## src/sv/pipc_pkg.sv

```systemverilog
// Package with shared types and constants of the point-in-polygon crossing core.
package pipc_pkg;

  localparam int MAX_VERTICES_DEF = 32;

  typedef enum logic {
    OP_APPEND = 1'b0,
    OP_TEST   = 1'b1
  } op_t;

  typedef struct packed {
    logic signed [31:0] x;
    logic signed [31:0] y;
  } vertex_t;

  typedef struct packed {
    op_t                op;
    logic signed [31:0] coord_x;
    logic signed [31:0] coord_y;
    logic               new_polygon;
  } item_t;

  typedef struct packed {
    logic inside_res;
    logic polygon_truncated;
  } result_t;

endpackage

```

## src/sv/pipc_cell.sv

```systemverilog
// One vertex cell of the polygon ring: holds a vertex, loads it on append, rotates on test.
module pipc_cell
  import pipc_pkg::*;
#(
  parameter int IW  = 5,
  parameter int IDX = 0
) (
  input  logic          clk,
  input  logic          wr_en,
  input  logic [IW-1:0] wr_idx,
  input  vertex_t       wr_data,
  input  logic          shift,
  input  logic [IW-1:0] last_idx,
  input  vertex_t       from_next,
  input  vertex_t       from_head,
  output vertex_t       vtx
);

  localparam logic [IW-1:0] MY_IDX = IW'(IDX);

  // The cell holding the last stored vertex wraps around to the head.
  always_ff @(posedge clk) begin
    if (wr_en && (wr_idx == MY_IDX)) begin
      vtx <= wr_data;
    end else if (shift) begin
      vtx <= (last_idx == MY_IDX) ? from_head : from_next;
    end
  end

endmodule

```

## config.mk

```make
export PLATFORM = sky130hd
export DESIGN_NAME = pipc_cell
export DESIGN_NICKNAME = d
export VERILOG_FILES = /design/src/sv/pipc_pkg.sv /design/src/sv/pipc_cell.sv
export SDC_FILE = /design/constraint.sdc
export NUM_CORES = 1
export LEC_CHECK = 0
export BUFFER_PORTS_ARGS = -buffer_cell sky130_fd_sc_hd__buf_2
export CORE_AREA = 2 2 105 107
export DETAILED_ROUTE_END_ITERATION = 7
export DIE_AREA = 0 0 107 109
export PLACE_DENSITY = 0.76
export SYNTH_ARGS = -nofsm -noshare
export SYNTH_HDL_FRONTEND = slang
export SYNTH_SLANG_ARGS = --single-unit
```

## constraint.sdc

```tcl
create_clock -name clk -period 4.15 [get_ports clk]
set_input_delay 0.2075 -clock clk [delete_from_list [all_inputs] [get_ports clk]]
set_output_delay 0.2075 -clock clk [all_outputs]
set_load 0.005 [all_outputs]
```

Yosys cells after proc, flatten, opt, wreduce, memory -nomap -nowiden
Cells that the tools add are included.

word-level totals
  bits in registers = 64
  input bits = 205
  output and inout port bits = 64
  word-level logic and storage cells = 9

cells by class
  multiplexer cells = 3
  reductions and logical operators = 4

operators by type and width
  kind                number
  64-bit two-way mux  3
  5-bit zero test     2
  2-bit nonzero test  1
  1-bit logical AND   1

Depth between registers and ports, before layout
  depth after elaboration = 4
  gate-level depth with buffers = 5

Worst setup path after synthesis
No wires, ideal clock.

  path kind = input to register
  from = input port wr_idx[1]
  to = register vtx[0] in the netlist's numbering, enable pin
  library setup time = 0.433 ns
  data arrival time = 2.595 ns
  path slack = 1.122 ns
  cell stages on the path = 4
  path through = or4_1 or2_1 buf_6 nand2b_1

on the way
  longest elaborated chain between the ends = 3

ends and longest elaborated chain
  element                              line             RTL
  from (decl)                          pipc_cell.sv:10  input logic [IW-1:0] wr_idx,
  5-bit zero test                      pipc_cell.sv:23  if (wr_en && (wr_idx == MY_IDX)) begin
  1-bit logical AND                    pipc_cell.sv:23
  2-bit nonzero test (no source line)  --
  to (signal assigned)                 pipc_cell.sv:24  vtx <= wr_data;
  to (signal assigned)                 pipc_cell.sv:26  vtx <= (last_idx == MY_IDX) ? from_head : from_next;
  to (decl)                            pipc_cell.sv:16  output vertex_t vtx

No other way between the ends.
A chain may end at the register's enable or synchronous reset.

Worst setup path in the final report
  from = input port wr_idx[1]
  to = register vtx[9] in the netlist's numbering, enable pin

Same word-level chain as after synthesis.

==> metrics.log <==
INFO  metric outcome = complete, no violations
INFO  metric crit_arrival = 2410 ps
INFO  metric syn_nets = around 580
INFO  metric gr-total-overflow = 0
INFO  metric critical_path.endpoint_type = flop
INFO  metric synth-main-ff-cell = sky130_fd_sc_hd__edfxtp_1
INFO  metric hold_fix_buffers_cts = 0
INFO  metric synth.largest_area_cell = sky130_fd_sc_hd__edfxtp_1
INFO  metric final_design_area_no_fill = ~5200 sq um
INFO  metric worst_hold_slack = 232 ps
INFO  metric post_synth_fa_ha_maj_area_fraction = 0%
INFO  metric remaining_drc_errors = 0
INFO  metric synth_compound_gate_area_share = about a fifth
INFO  metric ioPinCount = ~270
INFO  metric clock_tree_from_tritoncts = built
INFO  metric crit_required = between 4000 and 5000 ps
INFO  metric drt-vias-per-instance = 5.43
INFO  metric setup_violations = 0
INFO  metric finalCritPeriodShare = between 50% and 60%
INFO  metric row_count = 38
INFO  metric num_antenna_cells = 0
INFO  metric combinational_family_with_the_most_area_after_synthesis = simple AND/OR/NAND/NOR gates
INFO  metric cts_max_path_buffers = 2
INFO  metric overall_die_height = about 110 um
INFO  metric setup_total_neg_slack = 0 ps
INFO  metric grt_setup_unrepaired = no
INFO  metric layout.area.seq = approximately 1900 sq um
INFO  metric root_buffer = sky130_fd_sc_hd__clkbuf_8
INFO  metric worstSetupPathType = in -> reg
INFO  metric dr.first_iter.drc_count = 341
INFO  metric area_of_the_die = roughly 12000 sq um
INFO  metric timing.fmax = approximately 410 MHz
INFO  metric cts_sinks = between 60 and 70
INFO  metric timing.critical_path.buf_inv = 2
INFO  metric number_of_global_route_vias_before_repair = 3808
INFO  metric registers.top_by_ff_count = vtx
INFO  metric grt_first_pass_wirelength = 18300 um
INFO  metric synth.area.mux_share = 0%
INFO  metric most_common_library_cells_after_synthesis = sky130_fd_sc_hd__a31oi_1 (64), sky130_fd_sc_hd__edfxtp_1 (64), sky130_fd_sc_hd__nand3b_1 (64), sky130_fd_sc_hd__nor3_1 (64), sky130_fd_sc_hd__o21ai_0 (64)
INFO  metric width_of_the_die = 107 um
INFO  metric synth_cell_type_count = 12
INFO  metric static-leakage-power = between 2 and 2.5 nW
INFO  metric worst_ir_drop_vdd = ~0.13 mV
INFO  metric timing.critical_path.max_delay_family = simple AND/OR/NAND/NOR gates
INFO  metric crit_path_max_fanout = 65
INFO  metric total_power = 0.00151 W
INFO  metric fin_crit = 2450 ps
INFO  metric number_of_detailed_route_iterations_in_the_first_pass = 7
INFO  metric vias = between 4000 and 5000
INFO  metric slew-limit-headroom = roughly 33%
INFO  metric biggestRegsByFlops = vtx: 64 flops
INFO  metric grtUsageTotal = 19.9%
INFO  metric syn_avg_cell_area = 9.96 sq um
INFO  metric numCtsBuffers = 9
INFO  metric place.detailed.hpwl = about 8600 um
INFO  metric final_layout_size_suffix_gt1_share = roughly 47%
INFO  metric cp_cell_sequence = buf_2, or4_2, buf_4, or2_2, nand2b_4
INFO  metric power_density = 290 nW/um^2
INFO  metric largest_reg_flops = 64
INFO  metric post_cts_buffers = 0
INFO  metric synth.ff_latch_count = between 60 and 70
INFO  metric areaGrowthSynthToFinish = 39.8%
INFO  metric initial_antenna_violation_count = 0
INFO  metric htree_num_levels = 3
INFO  metric mappedNetlistArea = 3720 sq um
INFO  metric wl_per_cell = around 16 um
INFO  metric synth_seq_area_share = roughly half
INFO  metric crit_path_start_kind = input port
INFO  metric place_congestion = between 0.8 and 0.9
INFO  metric cap_violations = 0
INFO  metric place.port_buffers = 268
INFO  metric cts_resized = 0
INFO  metric synth_async_sr_flop_share = 0%
INFO  metric synth_xor_xnor_area_share = 0%
INFO  metric number_of_enable_type_register_cells_in_the_synthesized_netlist = 64
INFO  metric critical_path.max_stage_delay = 650 ps
INFO  metric synth-warning-count = 0
INFO  metric drt_wl_total = 12200 um
INFO  metric cp_slowest_cell = sky130_fd_sc_hd__or4_2
INFO  metric placement.cell_area = between 5000 and 6000 sq um
INFO  metric core_area = 10600 sq um
INFO  metric final-max-slew-violation-count = 0
INFO  metric final_net_count = roughly 800
INFO  metric worst_setup_hold_path_clk_slew = around 60 ps
INFO  metric report.final.hold_viol_count = 0
INFO  metric synth-simple-area-share = a little under a quarter
INFO  metric multi_input_logic_area = 1590 sq um
INFO  metric max_slew.worst_pin.slew = approximately 1000 ps
INFO  metric initial_utilization = about a third
INFO  metric num-fill-cells = roughly 1000
INFO  metric hp-class = in -> reg
INFO  metric grt_start_max_net_pins = 76
INFO  metric ys_top_cells_by_area = sky130_fd_sc_hd__edfxtp_1 (52%), sky130_fd_sc_hd__nand3b_1 (13%), sky130_fd_sc_hd__a31oi_1 (11%)
INFO  metric drtAntennaViolNets = 0
INFO  metric yosys.area.top_type_share = about half
INFO  metric netlist_instances = about 370
[logic make-up after synthesis]
group,count (synthesis)
AO/OA/AOI/OAI,128
AND/OR/NAND/NOR,134
flip-flops,64
buffers and inverters,48
[area by class of cell]
| type | instances | area share, % |
|---|---|---|
| flip-flops and latches | 64 | 36.9 |
| clock buffers | 12 | 2.59 |
| clock inverters | 2 | 0.168 |
| well taps | 140 | 3.36 |
| multi-input cells | 262 | 30.5 |
| repair buffers | 273 | 26.5 |
[tightest hold or removal path, stage by stage]
cell and delay [ps]:
sky130_fd_sc_hd__buf_2 70, sky130_fd_sc_hd__nor3_1 40, sky130_fd_sc_hd__a31oi_1 120
[cells in the final DEF, fill, tap and decap left out, drive strengths merged]
master,count
edfxtp,64
nor3,64
or2,1
nand2b,2
or4,2
nor4,1
o21ai,64
clkbuf,12
a31oi,64
clkinv,2
nand3b,64
buf,273
[power breakdown]
part           switching, W  internal (W)
Sequential        0.0000155      0.000781
Combinational      0.000139      0.000142
Clock              0.000223      0.000208
[metrics by stage]
step           setup WS, ps  cells  utilization [%]
5_1_grt                1600    753             49.1
3_5_place_dp           1330    739             47.8
3_3_place_gp           1380    739             47.8
4_1_cts                1700    753             49.1
6_report               1700    753             49.1
2_1_floorplan          1120    374                -
[layer usage]
layer	wire (um)	track usage, %
met1	4730	24.3
met2	6030	34.3
met3	1120	3.35
met4	364	9.93
met5	0	0
[worst paths after layout]
| kind | slack (ps) | from | endpoint | cells past startpoint |
|---|---|---|---|---|
| hold / removal | 230 | wr_data[61] | vtx[61]$_DFFE_PP_ | 3 |
| setup / recovery | 1700 | wr_idx[1] | vtx[9]$_DFFE_PP_ | 5 |
(Power assumes the default switching activity.)
